<file path="src/sprm_pkg.sv">
// Package for the bounded stack with push and remove-all-matching.
// Holds sizes, operation and status codes, and the controller/datapath structs.
// No dependencies.
package sprm_pkg;

  localparam int unsigned DEPTH    = 16;
  localparam int unsigned ADDR_W   = $clog2(DEPTH);
  localparam int unsigned CNT_W    = $clog2(DEPTH + 1);
  localparam int unsigned VALUE_W  = 32;
  localparam int unsigned STATUS_W = 2;
  localparam int unsigned ECNT_W   = 5;

  typedef enum logic {
    FUNC_PUSH   = 1'b0,
    FUNC_REMOVE = 1'b1
  } func_e;

  typedef enum logic [STATUS_W-1:0] {
    ST_OK    = 2'd0,
    ST_FULL  = 2'd1,
    ST_EMPTY = 2'd2
  } status_e;

  typedef enum logic [1:0] {
    S_IDLE,
    S_SCAN,
    S_DRAIN
  } state_e;

  // Commands from the controller to the datapath.
  typedef struct packed {
    logic push;       // push value_i, or report full
    logic rem_empty;  // report a remove on an empty stack
    logic load;       // latch the match word, rewind both pointers
    logic read;       // read the entry at the read pointer, advance it
    logic finish;     // commit the compacted count and report
  } dp_cmd_t;

  // Status from the datapath to the controller.
  typedef struct packed {
    logic empty;      // no entries held
    logic last;       // read pointer is at the top entry
  } dp_stat_t;

endpackage

</file>
<file path="src/stack_push_remove_all_matching_top.sv">
// Bounded stack of signed 32-bit words: push, and remove every matching word.
// Push, or remove on an empty stack: result strobed in the cycle after start; busy stays low.
// Remove on n entries: busy through the scan state (one memory read per entry) and
// the drain state; the result is registered from drain; the next word is taken the cycle busy falls.
// Results are strobed on done_o for one cycle; the receiver cannot stall.
// Reset (rst_ni low, async) empties the stack; entry storage is left as is.
module stack_push_remove_all_matching_top (
  input  logic                                clk_i,
  input  logic                                rst_ni,
  input  logic                                start,
  output logic                                busy,
  input  logic                                func_i,
  input  logic signed [sprm_pkg::VALUE_W-1:0] value_i,
  output logic                                done_o,
  output logic [sprm_pkg::STATUS_W-1:0]       status_o,
  output logic [sprm_pkg::ECNT_W-1:0]         entry_count_o
);

  // Command and status buses between the sequencer and the datapath.
  sprm_pkg::dp_cmd_t  cmd;
  sprm_pkg::dp_stat_t stat;

  // Sequencer: takes a word when idle, walks the entries on a remove.
  sprm_ctrl u_ctrl (
    .clk_i  (clk_i),
    .rst_ni (rst_ni),
    .start  (start),
    .func_i (func_i),
    .stat_i (stat),
    .cmd_o  (cmd),
    .busy   (busy)
  );

  // Datapath: one-port-write entry memory with registered read. The remove
  // walk reads at the read pointer and writes survivors at the write pointer,
  // which never passes it, so compaction happens in place.
  sprm_dp u_dp (
    .clk_i         (clk_i),
    .rst_ni        (rst_ni),
    .cmd_i         (cmd),
    .value_i       (value_i),
    .stat_o        (stat),
    .done_o        (done_o),
    .status_o      (status_o),
    .entry_count_o (entry_count_o)
  );

endmodule

</file>
<file path="src/sprm_ctrl.sv">
// Controller state machine for the stack: sequences push and remove walks.
// Depends on sprm_pkg.
module sprm_ctrl (
  input  logic               clk_i,
  input  logic               rst_ni,
  input  logic               start,
  input  logic               func_i,
  input  sprm_pkg::dp_stat_t stat_i,
  output sprm_pkg::dp_cmd_t  cmd_o,
  output logic               busy
);

  sprm_pkg::state_e state_q, state_d;
  logic             accept;

  assign accept = start && (state_q == sprm_pkg::S_IDLE);

  always_ff @(posedge clk_i or negedge rst_ni) begin
    if (!rst_ni) begin
      state_q <= sprm_pkg::S_IDLE;
    end else begin
      state_q <= state_d;
    end
  end

  always_comb begin
    state_d = state_q;
    case (state_q)
      sprm_pkg::S_IDLE: begin
        if (accept && (func_i == sprm_pkg::FUNC_REMOVE) && !stat_i.empty) begin
          state_d = sprm_pkg::S_SCAN;
        end
      end
      sprm_pkg::S_SCAN: begin
        if (stat_i.last) begin
          state_d = sprm_pkg::S_DRAIN;
        end
      end
      sprm_pkg::S_DRAIN: begin
        state_d = sprm_pkg::S_IDLE;
      end
      default: begin
        state_d = sprm_pkg::S_IDLE;
      end
    endcase
  end

  always_comb begin
    cmd_o = '0;
    busy  = 1'b1;
    case (state_q)
      sprm_pkg::S_IDLE: begin
        busy            = 1'b0;
        cmd_o.push      = accept && (func_i == sprm_pkg::FUNC_PUSH);
        cmd_o.rem_empty = accept && (func_i == sprm_pkg::FUNC_REMOVE) && stat_i.empty;
        cmd_o.load      = accept && (func_i == sprm_pkg::FUNC_REMOVE) && !stat_i.empty;
      end
      sprm_pkg::S_SCAN: begin
        cmd_o.read = 1'b1;
      end
      sprm_pkg::S_DRAIN: begin
        cmd_o.finish = 1'b1;
      end
      default: begin
        cmd_o = '0;
      end
    endcase
  end

endmodule

</file>
<file path="src/sprm_dp.sv">
// Datapath for the stack: entry memory, pointers, count and result register.
// Depends on sprm_pkg.
module sprm_dp (
  input  logic                              clk_i,
  input  logic                              rst_ni,
  input  sprm_pkg::dp_cmd_t                 cmd_i,
  input  logic signed [sprm_pkg::VALUE_W-1:0] value_i,
  output sprm_pkg::dp_stat_t                stat_o,
  output logic                              done_o,
  output logic [sprm_pkg::STATUS_W-1:0]     status_o,
  output logic [sprm_pkg::ECNT_W-1:0]       entry_count_o
);

  logic [sprm_pkg::VALUE_W-1:0] mem [sprm_pkg::DEPTH];
  logic [sprm_pkg::VALUE_W-1:0] rdata_q;
  logic [sprm_pkg::VALUE_W-1:0] val_q;
  logic [sprm_pkg::ADDR_W-1:0]  rd_q, rd_d;
  logic [sprm_pkg::CNT_W-1:0]   wr_q, wr_d;
  logic [sprm_pkg::CNT_W-1:0]   count_q, count_d;
  logic                         rvalid_q;
  logic                         done_q, done_d;
  sprm_pkg::status_e            status_q, status_d;

  logic                         full;
  logic                         keep;
  logic                         mem_we;
  logic [sprm_pkg::ADDR_W-1:0]  mem_waddr;
  logic [sprm_pkg::VALUE_W-1:0] mem_wdata;
  logic [31:0]                  count_ext;

  assign full = (count_q == sprm_pkg::CNT_W'(sprm_pkg::DEPTH));
  // A word read last cycle survives unless it equals the match word.
  assign keep = rvalid_q && (rdata_q != val_q);

  assign mem_we    = (cmd_i.push && !full) || keep;
  assign mem_waddr = cmd_i.push ? count_q[sprm_pkg::ADDR_W-1:0] : wr_q[sprm_pkg::ADDR_W-1:0];
  assign mem_wdata = cmd_i.push ? value_i : rdata_q;

  always_ff @(posedge clk_i) begin
    if (mem_we) begin
      mem[mem_waddr] <= mem_wdata;
    end
    rdata_q <= mem[rd_q];
    if (cmd_i.load) begin
      val_q <= value_i;
    end
  end

  always_comb begin
    rd_d = rd_q;
    if (cmd_i.load) begin
      rd_d = '0;
    end else if (cmd_i.read) begin
      rd_d = rd_q + sprm_pkg::ADDR_W'(1);
    end
  end

  always_comb begin
    wr_d = wr_q;
    if (cmd_i.load) begin
      wr_d = '0;
    end else if (keep) begin
      wr_d = wr_q + sprm_pkg::CNT_W'(1);
    end
  end

  always_comb begin
    count_d = count_q;
    if (cmd_i.push && !full) begin
      count_d = count_q + sprm_pkg::CNT_W'(1);
    end else if (cmd_i.finish) begin
      count_d = wr_d;
    end
  end

  always_comb begin
    done_d   = cmd_i.push || cmd_i.rem_empty || cmd_i.finish;
    status_d = sprm_pkg::ST_OK;
    if (cmd_i.push && full) begin
      status_d = sprm_pkg::ST_FULL;
    end else if (cmd_i.rem_empty) begin
      status_d = sprm_pkg::ST_EMPTY;
    end
  end

  always_ff @(posedge clk_i or negedge rst_ni) begin
    if (!rst_ni) begin
      rd_q     <= '0;
      wr_q     <= '0;
      count_q  <= '0;
      rvalid_q <= 1'b0;
      done_q   <= 1'b0;
      status_q <= sprm_pkg::ST_OK;
    end else begin
      rd_q     <= rd_d;
      wr_q     <= wr_d;
      count_q  <= count_d;
      rvalid_q <= cmd_i.read;
      done_q   <= done_d;
      status_q <= status_d;
    end
  end

  assign stat_o.empty = (count_q == '0);
  assign stat_o.last  = ({1'b0, rd_q} == sprm_pkg::CNT_W'(count_q - sprm_pkg::CNT_W'(1)));

  assign count_ext     = 32'(count_q);
  assign done_o        = done_q;
  assign status_o      = status_q;
  assign entry_count_o = count_ext[sprm_pkg::ECNT_W-1:0];

endmodule

</file>
<file path="config.mk">
export PLATFORM = sky130hd
export DESIGN_NAME = stack_push_remove_all_matching_top
export DESIGN_NICKNAME = d
export VERILOG_FILES = /design/src/sprm_pkg.sv /design/src/stack_push_remove_all_matching_top.sv /design/src/sprm_ctrl.sv /design/src/sprm_dp.sv
export SDC_FILE = /design/constraint.sdc
export NUM_CORES = 1
export LEC_CHECK = 0
export BUFFER_PORTS_ARGS = -buffer_cell sky130_fd_sc_hd__buf_4
export CAP_MARGIN = 30
export CORE_MARGIN = 8
export CORE_UTILIZATION = 30
export DETAILED_ROUTE_END_ITERATION = 12
export PLACE_DENSITY = 0.42
export SETUP_SLACK_MARGIN = 0.2
export SLEW_MARGIN = 20
export SYNTH_ARGS = -nofsm -noshare
export SYNTH_HDL_FRONTEND = slang
export SYNTH_SLANG_ARGS = --single-unit
</file>
<file path="constraint.sdc">
create_clock -name clk_i -period 6.56 [get_ports clk_i]
set_clock_uncertainty 0.05 [all_clocks]
set_input_delay 0.656 -clock clk_i [delete_from_list [all_inputs] [get_ports clk_i]]
set_output_delay 0.656 -clock clk_i [all_outputs]
set_load 0.005 [all_outputs]
</file>
==> results by group <==
Timing
  • Final Hold Violating Endpoints: 0
  • Worst slew pin tran: 0.978 ns
  • RSZ-0062 raised after global routing: false
  • Max Slew Vio Count: 0
  • Tcrit/Tclk final: 50.2%
  • Max Clk Rate: 0.304 GHz
  • Minimum clock period after layout: 3.29 ns
  • # setup viols final: 0
  • Slew margin rel.: 34.8%
  • Min Hold Slack: 0.219 ns
  • Setup Total Neg Slack: 0 ns

Setup path
  • Reg2Reg Depth: 5
  • Cells along the critical path: or4b_4 -> a21oi_4 -> nor2_4 -> nor3_2 -> buf_4
  • Critical Path RT: around 6.7 ns
  • Register-to-register setup slack: 3.27 ns
  • Crit end category: flip-flop
  • Reg-to-Reg End: u_dp.mem[2][24]
  • Setup crit start: u_ctrl.state_q[0]
  • Worst r2r src: u_ctrl.state_q[0]
  • Arrival time worst endpoint: approximately 3.5 ns
  • Startpoint types: flip-flop
  • Setup crit end: u_dp.mem[2][24]
  • Largest delay share family, worst path: simple AND/OR/NAND/NOR gates
  • Critical-path top delay cell: or4b_4
  • Crit Path Category: flip-flop to flip-flop
  • Slowest stage delay, CP: 0.82 ns
  • Buffers & Inverters on Critical Path: 1
  • CP max FO: 36
  • CP Depth: 5

GRT
  • Gr ovfl total: 0
  • Grt met2 use: 21.0%
  • Busiest layer in global routing: met2
  • Initial antenna violation count: 0
  • Met1 usage: 19.0%
  • Met3 Resource Use GR: approximately 2.3%
  • First-pass GRT wire length: just over 80 mm
  • Largest net degree at the start of global routing: around 130
  • Vias in the first global route: 11300
  • Tot GR Track Use: 13.3%

Detailed routing
  • DRT Pass-1 Iters: 4
  • Via/cell ratio: ~4.9
  • Initial DRC count: 824
  • Routed WL per cell: 25.7 um
  • Post-route ant nets: 0
  • Post-Route WL: between 50 and 60 mm
  • Total number of vias: between 10000 and 15000
  • Drt drc: 0

Outcome
  • Status: finished clean

Cells and area
  • Post-route cell area: about 0.027 sq mm
  • Area growth from synthesis to final layout: 16.8%
  • Number of nets in the layout: around 1200
  • N_diodes: 0
  • Fillers: ~7000
  • Layout cells sized above 1: 28.9%

Yosys
  • Most common cell in the netlist: edfxtp_1
  • Syn avg cell area: 21.3 sq um
  • Ys async rst share: 3.36%
  • Main synth FF type: edfxtp_1
  • Register area share after synthesis: 76.3%
  • Synth warn: 0
  • Post-synth top area cell: edfxtp_1
  • Yosys cell types: 47
  • Number of synthesized register bits: 596
  • Syn Inst Count: 1075
  • Number of flops mapped to enable cells by yosys: 544
  • Most instantiated cells after synthesis: edfxtp_1, mux4_2, nand2_1
  • Area share of the largest cell type after synthesis: 71.3%
  • Synth Cell Area: 0.0229 sq mm
  • Syn_nets: between 1000 and 1500
  • Area contributors post-synth: edfxtp_1, mux4_2, dfxtp_1

Clock network
  • Post-CTS Resized: 0
  • H-tree levels: 3
  • CTS tree: done
  • CTS Sinks: 596
  • Postcts setup bufs: 0
  • CTS max path bufs: 3
  • CTS Root Cell: clkbuf_16
  • Clock transition at path regs: 0.06 ns
  • Clk_lat worst skew: 0.60 ns
  • Num CTS Buffers: 69

Power
  • Peak supply drop: 0.188 mV
  • Pwr Total: around 8 mW
  • Leak pwr: 8.35 nW
  • Pwr Density: 294 mW/mm^2

Placed design
  • I/O Buffers: 44
  • Dpl cell area: 0.0245 sq mm
  • HPWL after detailed placement: roughly 31 mm
  • GPL Wtd Cong: about 0.71

Floorplan
  • # IOs: 45
  • CORE AREA: 0.0758 sq mm
  • Die Span Y: a little under 300 um
  • Die Wd: around 290 um
  • Die area: 0.0855 sq mm
  • Row count: 101
  • Initial core utilization: 30.2%

Min path
  • Hold Path Class: input port to flip-flop

Flow run
  • Max-Cap Viols: 0
## what timing repair did
action                                  CTS  global route
hold buffers                              1             0
hold endpoints to repair                 20             0
endpoints found under the setup margin    0             0
## where the power goes
part           total (mW)  switching [mW]  internal, mW
Clock                3.75            1.50          2.25
Combinational      0.0334          0.0187        0.0147
Sequential           4.09    0.0000000596          4.09
Total                7.87            1.52          6.35
## cell usage in the layout (no fill, tap or decap), types with 6 or more instances in the layout
cell type	n
a21oi_1	6
a31oi_1	8
buf_4	67
clkbuf_1	22
clkbuf_16	73
clkinv_1	13
clkinv_2	8
dfrtp_1	16
dfxtp_1	32
edfxtp_1	544
inv_1	6
mux4_2	160
nand2_1	105
nand4_1	12
nor2_1	15
nor3_1	6
nor3_2	16
xnor2_1	43
## state kept, by name (all words and copies together) (netlist names)
| name | count |
|---|---|
| u_dp.status_o | 2 |
| u_dp.wr_q | 5 |
| u_dp.rvalid_q | 1 |
| u_dp.rdata_q | 32 |
| u_dp.val_q | 32 |
| u_dp.rd_q | 4 |
| u_dp.entry_count_o | 5 |
| u_dp.mem | 512 |
| u_ctrl.state_q | 2 |
| u_dp.done_o | 1 |
## stage by stage
stage               utilization (%)  std cells  setup WS, ns
floorplan                         -       1075          2.05
global placement               32.3       2069          2.96
detailed placement             32.3       2070          2.86
CTS                            35.3       2198          3.20
global route                   35.3       2199          3.06
finish                         35.3       2199          3.27
## how the worst min path moves through the flow
| stage | from | end | slack, ns | cells past startpoint |
|---|---|---|---|---|
| 2_1_floorplan | rst_ni | u_ctrl.state_q[0] | 0.31 | 0 |
| 3_3_place_gp | rst_ni | u_dp.entry_count_o[0] | 0.52 | 1 |
| 3_5_place_dp | rst_ni | u_dp.done_o | 0.52 | 1 |
| 4_1_cts | value_i[1] | u_dp.val_q[1] | 0.18 | 1 |
| 5_1_grt | value_i[9] | u_dp.val_q[9] | 0.18 | 1 |
| 6_report | value_i[9] | u_dp.val_q[9] | 0.22 | 1 |
## logic make-up (layout without fill, tap and decap cells)
logic type / Yosys count / in the layout / synth area share, %
multiplexers: 161 / 161 / 15.8
XOR/XNOR: 46 / 46 / 1.76
flip-flops: 596 / 596 / 76.3
adder cells (fa/ha/maj): 4 / 4 / 0.218
AND/OR/NAND/NOR: 182 / 182 / 3.77
buffers and inverters: 60 / 206 / 1.45
AO/OA/AOI/OAI: 26 / 26 / 0.775
## area by class of cell
cell class	instances	area (sq um)	share of cell area, %
Clock buffer	96	1920	7.19
Clock inverter	31	297	1.11
Inverter	7	26.3	0.0982
Multi-Input combinational cell	419	5200	19.4
Sequential cell	596	17500	65.4
Tap cell	978	1220	4.57
Timing Repair Buffer	72	601	2.24
## per-layer routing
| layer | part of all wire (%) | wire [um] | vias to the layer above |
|---|---|---|---|
| li1 | - | - | 4587 |
| met1 | 47 | 26800 | 5810 |
| met2 | 48 | 26900 | 196 |
| met3 | 3.1 | 1780 | 78 |
| met4 | 1.8 | 1040 | 0 |
| met5 | 0 | 0 | - |
No activity file was read; power rests on OpenSTA's default activity.
